File: config.mk
export PLATFORM = sky130hd
export DESIGN_NAME = gvf_tap_cell
export DESIGN_NICKNAME = d
export VERILOG_FILES = /design/src/rtl/core/gvf_pkg.sv /design/src/rtl/core/gvf_tap_cell.sv
export SDC_FILE = /design/constraint.sdc
export NUM_CORES = 1
export LEC_CHECK = 0
export BUFFER_PORTS_ARGS = -buffer_cell sky130_fd_sc_hd__buf_2
export CAP_MARGIN = 20
export CORE_MARGIN = 1
export CORE_UTILIZATION = 44
export CTS_CLUSTER_DIAMETER = 30
export CTS_CLUSTER_SIZE = 28
export DETAILED_ROUTE_END_ITERATION = 6
export GPL_ROUTABILITY_DRIVEN = 0
export PLACE_DENSITY = 0.85
export SYNTH_ARGS = -nofsm -noshare
export SYNTH_HDL_FRONTEND = slang
export SYNTH_SLANG_ARGS = --single-unit
File: constraint.sdc
create_clock -name clk -period 4.5 [get_ports clk]
set_clock_uncertainty 0.05 [all_clocks]
set_input_delay 1.125 -clock clk [delete_from_list [all_inputs] [get_ports clk]]
set_output_delay 1.125 -clock clk [all_outputs]
set_load 0.02 [all_outputs]
File: src/rtl/core/gvf_pkg.sv
// shared types and constants for the garch variance filter
`timescale 1ns / 1ps
`default_nettype none

package gvf_pkg;

  localparam int P_MAX      = 4;
  localparam int Q_MAX      = 4;
  localparam int NUM_TAPS   = P_MAX + Q_MAX;
  localparam int TAP_CNT_W  = (NUM_TAPS > 1) ? $clog2(NUM_TAPS) : 1;
  localparam int SAMPLE_W   = 32;
  localparam int VAR_W      = 48;
  localparam int COEF_W     = 16;
  localparam int PROD_W     = COEF_W + VAR_W;
  localparam int ACC_W      = PROD_W + $clog2(NUM_TAPS + 1);
  localparam int ORDER_W    = 3;
  localparam int CFG_DATA_W = 64;
  localparam int CFG_IDX_W  = 3;
  localparam int HIST_CAP   = 4;
  localparam int SEEN_W     = 3;

  typedef enum logic [CFG_IDX_W-1:0] {
    REG_MEAN_LEVEL       = 3'd0,
    REG_OMEGA            = 3'd1,
    REG_ALPHA_PACK       = 3'd2,
    REG_BETA_PACK        = 3'd3,
    REG_ORDER_P          = 3'd4,
    REG_ORDER_Q          = 3'd5,
    REG_INITIAL_VARIANCE = 3'd6
  } cfg_reg_t;

  // contents of one tap cell
  typedef struct packed {
    logic [VAR_W-1:0]  value;
    logic [COEF_W-1:0] coef;
    logic              used;
    logic              live;
  } tap_t;

  typedef struct packed {
    logic rotate;
    logic push;
    logic load;
  } cell_ctrl_t;

  typedef struct packed {
    logic clear;
    logic feed;
  } mac_ctrl_t;

endpackage

`default_nettype wire

File: src/rtl/core/gvf_tap_cell.sv
// one tap cell of the history ring: history value, coefficient and flags
`timescale 1ns / 1ps
`default_nettype none

module gvf_tap_cell (
  input  wire logic                       clk,
  input  wire gvf_pkg::cell_ctrl_t        ctrl,
  input  wire gvf_pkg::tap_t              rot_in,
  input  wire logic [gvf_pkg::VAR_W-1:0]  push_in,
  input  wire logic [gvf_pkg::COEF_W-1:0] load_coef,
  input  wire logic                       load_used,
  input  wire logic                       load_live,
  output gvf_pkg::tap_t                   tap
);

  always_ff @(posedge clk) begin
    if (ctrl.rotate) begin
      tap <= rot_in;
    end else begin
      if (ctrl.push) begin
        tap.value <= push_in;
      end
      if (ctrl.load) begin
        tap.coef <= load_coef;
        tap.used <= load_used;
        tap.live <= load_live;
      end
    end
  end

endmodule

`default_nettype wire

Word-level counts from Yosys, hierarchy flattened
Index checks and enable logic that the tools add are counted.
- input port bits: 136
- flip-flop bits (word level): 66
- word-level logic and storage cells: 9
- output and inout port bits: 66
- muxes and demuxes: 3
- reduce and logical (&&, ||, !) cells: 2
- operator list (cell ; count):
    $mux 66 ; 1
    $mux 48 ; 1
    $mux 18 ; 1
    $reduce_bool 2->1 ; 2

Longest topological paths before layout
- depth after elaboration: 2
- mapped depth: 4

Worst setup path after synthesis
Ideal clock, no wire load.
- path type: input port to flip-flop
- start: input port ctrl[2] (netlist bit)
- end: register tap[18] (netlist bit), enable pin
- path slack: 1907 ps
- arrival: 2159 ps
- required time: 4066 ps
- stages on the path: 4
- path buffers: 3
- library setup time: 384 ps
- path through: buf_6 buf_6 buf_6 or2_2
- cells in the longest elaborated chain, start to end: 1
- RTL lines (what ; RTL line ; source):
    start, declared ; gvf_tap_cell.sv:7 ; input wire gvf_pkg::cell_ctrl_t ctrl,
    $reduce_bool 2->1 (no line) ; -- ;
    end signal, assigned ; gvf_tap_cell.sv:18 ; tap <= rot_in;
    end, declared ; gvf_tap_cell.sv:13 ; output gvf_pkg::tap_t tap
No other way between the ends.
A chain may end at the register's enable or synchronous reset.

Final worst setup path
- start: input port ctrl[2] (netlist bit)
- end: register tap[7] (netlist bit), enable pin
Same word-level chain as after synthesis.

==> results.txt <==
----------------------------------------------------
[STA]
  Share of the clock period used by the worst path ... a little under three fifths
  Final-report hold violation count ... 0
  Final count of pins violating max slew ... 0
  Fmax ... about 400 MHz
  Total setup violations reported at the end of the flow ... 0
  Setup repair after global routing missed its margin ... false
  WHS ... 1.041 ns
  Headroom to the max-slew limit ... 39.15%
  Sum Neg Setup Slack ... 0 ns
  Min Tclk post-route ... around 2.5 ns
  Tightest Pin Transition ... 0.9127 ns
  Setup slack of the critical path after layout ... slightly above 2 ns

[Place]
  Placed Instance Area ... 3915 um^2
  Pre-CTS WS ... between 1.5 and 2 ns
  Number of buffers added on ports ... about 200
  Half-perimeter wire length of the detailed placement result ... a little over 5000 um

[Layout]
  Area Overhead vs Synth ... 43.55%
  Number of nets in the layout ... between 400 and 500
  Layout cell share with drive strength beyond 1 ... between 80% and 90%
  Largest register FFs ... 66
  Utilization of the core after routing ... roughly two thirds
  Largest reg by FF count ... tap
  Ant diodes ... 0
  Fill cell count ... 473
  Post-route cell area ... 4120 um^2
  Largest registers ... tap: 66 flops

[Floorplanning]
  Core area ... 6314 um^2
  Die area ... 6850 um^2
  Num ports ... 202
  Initial Utilization ... between 40% and 50%
  DIE WIDTH ... about 83 um
  Placement Rows ... 29
  Die Ht ... between 80 and 90 um

[Synth]
  Cells taking the most area after synthesis ... edfxtp_1 (69%), mux2_2 (19%), mux2_4 (9.4%)
  Cell variety after synth ... 6
  Dominant register cell in the synthesized netlist ... edfxtp_1
  Most used standard cells in the synthesized netlist ... edfxtp_1 (66), mux2_2 (48), mux2_4 (18), buf_2 (4), buf_6 (4)
  Most common cell in the netlist ... edfxtp_1
  Share of Yosys cell area claimed by the top area cell type ... between 60% and 70%
  Mapped Area ... 2870 um^2
  Post-synthesis cell type with the largest combined area ... edfxtp_1
  Sequential fraction of the synthesis area ... 69.05%
  Total nets after synthesis ... ~280
  Fraction of registers with async set/reset ... 0%
  Number of enable-type register cells in the synthesized netlist ... 66
  Flip-flop and latch count after synthesis ... 66
  Number of instances in the synthesized netlist ... 142
  Number of warnings issued by yosys ... 0
  Average instance area after synthesis ... between 20 and 25 um^2

[Status]
  Status ... complete, no violations

[Detailed routing]
  Routed len/inst ... approximately 16 um
  Detailed-route DRC error count ... 0
  Total iterations of the first detailed-routing run ... 4
  Total wire length ... 6756 um
  Vias per cell ... between 4 and 5
  Violation count after the first detailed-routing iteration ... 52
  Remaining number of nets flagged by the antenna check after routing ... 0
  Number of vias in the routed layout ... 2070

[Worst setup path]
  WP data required ... ~4.4 ns
  Arrival time worst endpoint ... 2.42 ns
  Peak fanout along the critical path ... 67
  Worst path cell trace ... buf_2, buf_4, or2_2
  Cell type of the slowest stage on the worst timing path ... buf_4
  CP Buf/Inv Count ... 2
  Largest incremental delay on the critical path ... ~0.7 ns
  Endpoint type of the worst setup path ... flip-flop
  Setup CP Type ... in2reg
  CP startpoint kind ... input port
  Cell family contributing the most delay on the critical path ... buffers and inverters

[Clock network]
  TritonCTS clock tree ... yes
  Setup fix buffers added after clock tree synthesis ... 0
  Clock buffers created by TritonCTS ... 9
  Clock sinks ... 66
  Clock input transition at the sequential cells of the worst setup and hold paths ... ~0.070 ns
  CTS-repair resized insts ... 0
  Cell at the root of the clock tree ... clkbuf_8
  H-tree levels ... 3
  Clock Path Buffers ... 2
  Number of buffers added to fix hold violations after cts ... 0

[Power]
  Leakage Power ... between 1.5 and 2 nW
  Areal power density over the cells ... between 300 and 400 nW/um^2
  Largest vdd supply drop ... ~0.22 mV

[GRT]
  Total congestion overflow ... 0
  Largest net degree at the start of global routing ... 68
  Vias in the first global route ... ~2000
  Initial antenna violation count ... 0
  Overall Global Routing Usage ... between 10% and 20%
  First-pass GRT wire length ... about 9300 um

[Hold path]
  Worst hold path class ... in2reg

[Job]
  Max_cap viols ... 0

----------------------------------------------------
[layer usage]
layer | track usage, % | share of wire [%] | wire length (um)
met1 | 20.01 | 34 | 2317
met2 | 33.61 | 55 | 3729
met3 | 6.703 | 8.8 | 593
met4 | 8.793 | 1.7 | 116
met5 | 0 | 0 | 0
[cells by family (layout without fill, tap and decap cells)]
group	count (synthesis)	after routing	share of synthesized area, %
buf+inv	8	219	2.267
flops	66	66	69.05
simple gates	2	2	0.4359
mux	66	66	28.25
[report_power, final]
| part | internal (W) | switching, W | total (W) |
|---|---|---|---|
| clock network | 0.000252 | 0.000216 | 0.000468 |
| logic | 0.000137 | 0.000164 | 0.000301 |
| registers | 0.000754 | 0.0000159 | 0.000770 |
| total | 0.00114 | 0.000396 | 0.00154 |
[cell usage in the layout, fill, tap and decap left out]
cell type  count
buf_12         1
buf_2        201
buf_4          1
bufinv_16      1
clkbuf_1       1
clkbuf_8       9
clkinv_1       1
clkinv_2       3
clkinv_4       1
edfxtp_1      66
mux2_2        48
mux2_4        18
or2_2          2
[cell type report]
cell class / count / area (um^2) / share of cell area, %
sequential: 66 / 1982 / 48.10
multi-input combinational: 68 / 823.3 / 19.98
clock buffer: 10 / 127.6 / 3.097
timing repair buffer: 203 / 1033 / 25.08
clock inverter: 6 / 57.56 / 1.397
tap: 77 / 96.34 / 2.338
[final timing paths]
kind,slack (ns),from,endpoint,cells past startpoint
hold / removal,1.04,rot_in[48],tap[48],2
setup / recovery,2.02,ctrl[2],tap[7],3
[metrics by stage]
| step | instances | power, W |
|---|---|---|
| after floorplan | 142 | 0.0009555 |
| after global placement | 413 | 0.001075 |
| after detailed placement | 413 | 0.001086 |
| after CTS | 429 | 0.001553 |
| after global routing | 430 | 0.001607 |
| final | 430 | 0.001539 |
Note: power is estimated with default switching activity, not from simulation.
