<file path="src/rtl/core/gvf_pkg.sv">
// shared types and constants for the garch variance filter
`timescale 1ns / 1ps
`default_nettype none

package gvf_pkg;

  localparam int P_MAX      = 4;
  localparam int Q_MAX      = 4;
  localparam int NUM_TAPS   = P_MAX + Q_MAX;
  localparam int TAP_CNT_W  = (NUM_TAPS > 1) ? $clog2(NUM_TAPS) : 1;
  localparam int SAMPLE_W   = 32;
  localparam int VAR_W      = 48;
  localparam int COEF_W     = 16;
  localparam int PROD_W     = COEF_W + VAR_W;
  localparam int ACC_W      = PROD_W + $clog2(NUM_TAPS + 1);
  localparam int ORDER_W    = 3;
  localparam int CFG_DATA_W = 64;
  localparam int CFG_IDX_W  = 3;
  localparam int HIST_CAP   = 4;
  localparam int SEEN_W     = 3;

  typedef enum logic [CFG_IDX_W-1:0] {
    REG_MEAN_LEVEL       = 3'd0,
    REG_OMEGA            = 3'd1,
    REG_ALPHA_PACK       = 3'd2,
    REG_BETA_PACK        = 3'd3,
    REG_ORDER_P          = 3'd4,
    REG_ORDER_Q          = 3'd5,
    REG_INITIAL_VARIANCE = 3'd6
  } cfg_reg_t;

  // contents of one tap cell
  typedef struct packed {
    logic [VAR_W-1:0]  value;
    logic [COEF_W-1:0] coef;
    logic              used;
    logic              live;
  } tap_t;

  typedef struct packed {
    logic rotate;
    logic push;
    logic load;
  } cell_ctrl_t;

  typedef struct packed {
    logic clear;
    logic feed;
  } mac_ctrl_t;

endpackage

`default_nettype wire

</file>
<file path="src/rtl/core/gvf_mac.sv">
// shared multiply-accumulate with round half up and 48-bit clipping
`timescale 1ns / 1ps
`default_nettype none

module gvf_mac (
  input  wire logic                       clk,
  input  wire logic                       rst,
  input  wire gvf_pkg::mac_ctrl_t         ctrl,
  input  wire logic [gvf_pkg::VAR_W-1:0]  omega,
  input  wire logic [gvf_pkg::COEF_W-1:0] coef,
  input  wire logic [gvf_pkg::VAR_W-1:0]  term,
  output logic [gvf_pkg::VAR_W-1:0]       result,
  output logic                            saturated
);

  logic [gvf_pkg::PROD_W-1:0] prod;
  logic                       prod_valid;
  logic [gvf_pkg::ACC_W-1:0]  acc;
  logic [gvf_pkg::VAR_W:0]    rounded;

  always_ff @(posedge clk) begin
    if (rst) begin
      prod_valid <= 1'b0;
    end else begin
      prod_valid <= ctrl.feed;
    end
  end

  always_ff @(posedge clk) begin
    prod <= gvf_pkg::PROD_W'(coef) * gvf_pkg::PROD_W'(term);
    if (ctrl.clear) begin
      acc <= gvf_pkg::ACC_W'({omega, {gvf_pkg::COEF_W{1'b0}}});
    end else if (prod_valid) begin
      acc <= acc + gvf_pkg::ACC_W'(prod);
    end
  end

  // q32.32 sum to q32.16, half up
  assign rounded = {1'b0, acc[gvf_pkg::PROD_W-1:gvf_pkg::COEF_W]}
                   + (gvf_pkg::VAR_W + 1)'(acc[gvf_pkg::COEF_W-1]);
  assign saturated = (|acc[gvf_pkg::ACC_W-1:gvf_pkg::PROD_W]) | rounded[gvf_pkg::VAR_W];
  assign result = saturated ? {gvf_pkg::VAR_W{1'b1}} : rounded[gvf_pkg::VAR_W-1:0];

endmodule

`default_nettype wire
</file>
<file path="config.mk">
export PLATFORM = sky130hd
export DESIGN_NAME = gvf_mac
export DESIGN_NICKNAME = d
export VERILOG_FILES = /design/src/rtl/core/gvf_pkg.sv /design/src/rtl/core/gvf_mac.sv
export SDC_FILE = /design/constraint.sdc
export NUM_CORES = 2
export LEC_CHECK = 0
export BUFFER_PORTS_ARGS = -buffer_cell sky130_fd_sc_hd__buf_4
export CAP_MARGIN = 20
export CELL_PAD_IN_SITES_DETAIL_PLACEMENT = 1
export CELL_PAD_IN_SITES_GLOBAL_PLACEMENT = 2
export CORE_AREA = 2 2 305 277
export CTS_BUF_LIST = sky130_fd_sc_hd__clkbuf_4
export CTS_CLUSTER_SIZE = 20
export DETAILED_ROUTE_END_ITERATION = 12
export DIE_AREA = 0 0 307 279
export PLACE_DENSITY = 0.86
export SETUP_SLACK_MARGIN = 0.2
export SLEW_MARGIN = 20
export SYNTH_ARGS = -nofsm -noshare
export SYNTH_HDL_FRONTEND = slang
export SYNTH_SLANG_ARGS = --single-unit
export TNS_END_PERCENT = 5
</file>
<file path="constraint.sdc">
create_clock -name clk -period 8.4 [get_ports clk]
set_input_delay 0.84 -clock clk [delete_from_list [all_inputs] [get_ports clk]]
set_output_delay 0.84 -clock clk [all_outputs]
set_load 0.01 [all_outputs]
</file>
## Word level (Yosys, flattened, before mapping)

Index checks and enable logic that the tools add are counted.
W data, S select, Z words.

- Register bits: 133
- Output and inout port bits: 49
- Word-level logic and storage cells: 13

- Add/sub/neg operators: 2
- Multiply operators: 1
- Mux-type cells: 3
- Bitwise logic cells: 1
- Reduce and logical (&&, ||, !) cells: 2

Operators by type and width:

| cell | count |
|---|---|
| $mux W64 | 2 |
| $add A68 B64 Y68 | 1 |
| $mul A16 B48 Y64 | 1 |
| $add A48 B1 Y49 | 1 |
| $mux W48 | 1 |
| $reduce_or A4 Y1 | 1 |
| $reduce_bool A2 Y1 | 1 |
| $or A1 B1 Y1 | 1 |

## Depth between registers and ports, before layout

- Depth after elaboration: 3
- Mapped depth: 26
- Gate-level depth less buffers: 23

## Least setup slack after synthesis

Ideal clock, no wire load.

- Path kind: input port to flip-flop
- Start: input coef[4] (netlist name)
- End: register prod[63] (netlist name)
- Setup time: 0.120 ns
- Data arrival time: 6.793 ns
- Required time: 8.280 ns
- Setup slack: 1.487 ns
- Stages: 26
- Buffers on the path: 3
- Path through: clkbuf_1 -> clkbuf_1 -> nand2_1 -> fa_1 -> inv_1 -> fa_1 -> inv_1 -> fa_1 -> inv_1 -> fa_1 -> fa_1 -> inv_1 -> fa_1 -> inv_1 -> ha_1 -> clkbuf_1 -> and3_1 -> and4_1 -> nand2_1 -> inv_1 -> a221oi_1 -> o211ai_1 -> a31o_1 -> a2111oi_0 -> a21oi_1 -> xnor2_1

- Longest elaborated chain between the ends: 1

Ends and longest elaborated chain:

| item | line | text |
|---|---|---|
| start, declared | gvf_mac.sv:10 | `input wire logic [gvf_pkg::COEF_W-1:0] coef,` |
| $mul A16 B48 Y64 | gvf_mac.sv:30 | `prod <= gvf_pkg::PROD_W'(coef) * gvf_pkg::PROD_W'(term);` |
| end signal, assigned | gvf_mac.sv:30 |  |
| end, declared | gvf_mac.sv:16 | `logic [gvf_pkg::PROD_W-1:0] prod;` |

Every way passes these cells.
A chain may end at the register's enable or synchronous reset.

## Final worst setup path

- Start: input coef[2] (netlist name)
- End: register prod[61] (netlist name)

The elaborated chain is that of the path after synthesis.

==> impl_metrics.toml <==
[worst_setup_path]
worst-setup-path-type = "in -> reg"
worstPathCellList = "buf_4 > nand2_1 > fa_1 > fa_1 > fa_1 > inv_1 > fa_1 > fa_1 > inv_1 > fa_1 > inv_1 > ha_1 > a21oi_1 > o21ai_1 > o2111ai_1 > a2111oi_0 > a21oi_1 > and3_1 > a21oi_1 > a31o_2 > a21oi_1 > xnor2_1"
end_kind = "flip-flop"
critPathMaxFanout = 48
cp_slowest_cell = "a2111oi_0"
crit_buf_inv = 4
crit_family = "adder cells"
cpMostUsedCell = "fa_1"
cp-start-kind = "input port"
crit_required_ns = 8.92
worstPathArrival_ns = 7.78
critical-path-max-stage-delay_ns = 0.67

[placement]
hpwl_um = 81600
place_congestion = 0.869
port_buffers = 164

[grt]
globalRouteTotalUtil_pct = 24.8
grt_pass1_wl_um = 166000
antenna_found_initial = 1
grt_start_max_net_pins = 73
grt_pass1_vias = 29546
overflow = 0

[clock_network]
clk_path_buf_depth = 2
cts_root_buf = "clkbuf_4"
cts_tree = "built"
cts.sinks = 133
hold_buffers = 0
clock_latency_ns = 0.64
clkTransAtPathRegs_ns = 0.11
cts_resized = 0
numCtsBuffers = 17
htreeDepth = 4
cts_setup_buffers = 0

[floorplan]
core_area_mm2 = 0.0823
start_util_pct = 39.8
die_area_mm2 = 0.0857
die_w_um = 307
pin_count = 165
die_h_um = 279
num_rows = 100

[synthesis]
synth.ff_latch_count = 133
async_reset_ff_share_pct = 0
synth_cells = 3867
yosysSeqAreaShare_pct = 9.60
ys_types = 77
syn_area_mm2 = 0.0328
postSynthAreaPerCell_um2 = 8.47
synth_enable_flop_cells = 48
ys_warn_count = 0
ys_dominant_reg_cell = "dfxtp_1"
syn_nets = 4828

[route]
first_pass_iters = 5
drc = 0
wl_per_cell_um = 20.8
vias_per_cell = 5.30
wirelength_um = 103000
drtIter0Drc = 1313
ant_nets = 0
num_vias = 26189

[timing]
maxSlewHeadroom_pct = 30.7
skew_ns = 0.0354
rsz0062_at_grt = "no"
clock.fmax_mhz = 138
slew_violations = 0
setup_violations = 0
fin_setup_tns_ns = 0
finalCritPeriodShare_pct = 86.5
worstMarginPinSlew_ns = 1.04
min_period_ns = 7.27
final-hold-violation-count = 0

[cells_and_area]
layout-drive-gt1-share_pct = 5.97
syn2layout_area_growth_pct = 6.86
final_nets = 4817

[status]
outcome = "complete, no violations"

[min_path]
hp-class = "in -> reg"

[flow_run]
drv_cap = 0
## placed cells by master, fill, tap and decap left out, types with 13 or more instances in the layout
master    count
and2_1      269
a21o_1       76
a21oi_1     150
ha_1        202
inv_1       721
o21ai_0      86
fa_1        643
o21ai_1      35
nor2_1       95
dfxtp_1      85
nand4_1      37
and3_1       30
nand3_1      54
buf_4       174
clkbuf_4     20
nor3_1       17
nand2_1     728
xnor2_1      83
o21a_1       13
xor2_1       70
edfxtp_1     48
nor2b_1      16
o21bai_1     27
a31oi_1      14
## per-layer routing
layer | vias to the layer above | global-route usage, % | part of all wire, %
met1 | 13606 | 33.0 | 44
met2 | 570 | 43.5 | 49
li1 | 11873 | - | -
met4 | 0 | 6.03 | 2.4
met3 | 140 | 2.34 | 3.9
met5 | - | 0 | 0
## state kept, by name, summed over array words and instances (netlist names)
signal and flops:
prod 64, acc 68, prod_valid 1
## area by class of cell
| cell class | count | area [µm²] |
|---|---|---|
| Fill cell | 9814 | 47300 |
| Multi-Input combinational cell | 2808 | 26100 |
| Sequential cell | 133 | 3140 |
| Inverter | 722 | 2710 |
| Tap cell | 1071 | 1340 |
| Timing Repair Buffer | 174 | 1310 |
| Clock inverter | 12 | 210 |
| Clock buffer | 20 | 150 |
| Antenna cell | 3 | 7.51 |
## synth_stat cells, types with 17 or more instances
library cell | number | area, µm²
and3_1 | 30 | 188
nand4_1 | 37 | 231
a21o_1 | 76 | 571
o21ai_1 | 35 | 175
clkbuf_1 | 190 | 713
inv_1 | 722 | 2710
xnor2_1 | 83 | 727
o21ai_0 | 86 | 430
nand2_1 | 728 | 2730
xor2_1 | 70 | 613
dfxtp_1 | 85 | 1700
edfxtp_1 | 48 | 1440
a21oi_1 | 150 | 751
nor3_1 | 17 | 85.1
nand3_1 | 54 | 270
nor2_1 | 95 | 357
ha_1 | 202 | 2530
fa_1 | 643 | 12900
o21bai_1 | 27 | 203
and2_1 | 269 | 1680
## stage by stage
stage	utilization [%]	setup WS [ns]	cells	hold slack (ns)	cell area, µm²
3_3_place_gp	42.1	0.542	4908	0.438	34600
2_1_floorplan	-	1.49	3867	0.429	32800
4_1_cts	42.5	1.18	4940	0.310	35000
6_report	42.5	1.13	4943	0.365	35000
5_1_grt	42.5	0.797	4941	0.315	35000
3_5_place_dp	42.1	0.503	4908	0.453	34600
## final timing paths
kind / startpoint / end / slack [ns] / cells past startpoint
worst max-delay path: coef[2] / prod[61]$_DFF_P_ / 1.13 / 22
worst min-delay path: rst / prod_valid$_SDFF_PP0_ / 0.36 / 2
worst max register to register: acc[25]$_DFFE_PP_ / acc[66]$_SDFFE_PP0P_ / 4.13 / 11
worst min register to register: acc[4]$_SDFFE_PP0P_ / acc[4]$_SDFFE_PP0P_ / 0.50 / 2
## worst reg2reg max path, stage by stage, from the launching register on
cell and delay, ns:
edfxtp_1 0.53, ha_1 0.49, and4_1 0.28, nand2_1 0.12
nor2_1 0.27, nand4_1 0.20, a311oi_1 0.67, o21ai_1 0.16
a21oi_1 0.63, a31oi_1 0.29, or3_1 0.41, a21oi_1 0.15
## cell families (layout without fill, tap and decap cells)
family                     count (synthesis)  count (layout)  synth area share (%)
other                                      0               3                     0
muxes                                      8               8                 0.252
AOI/OAI and AO/OA                        504             504                  9.91
adders and majority gates                845             845                  47.0
and+or+nand+nor                         1298            1298                  18.5
DFF                                      133             133                  9.60
xor gates and xnor gates                 153             153                  4.09
buffers and inverters                    926             928                  10.7
Power is not shown: default switching activity piles up to over one toggle a cycle in this logic, so the estimate is an artifact.
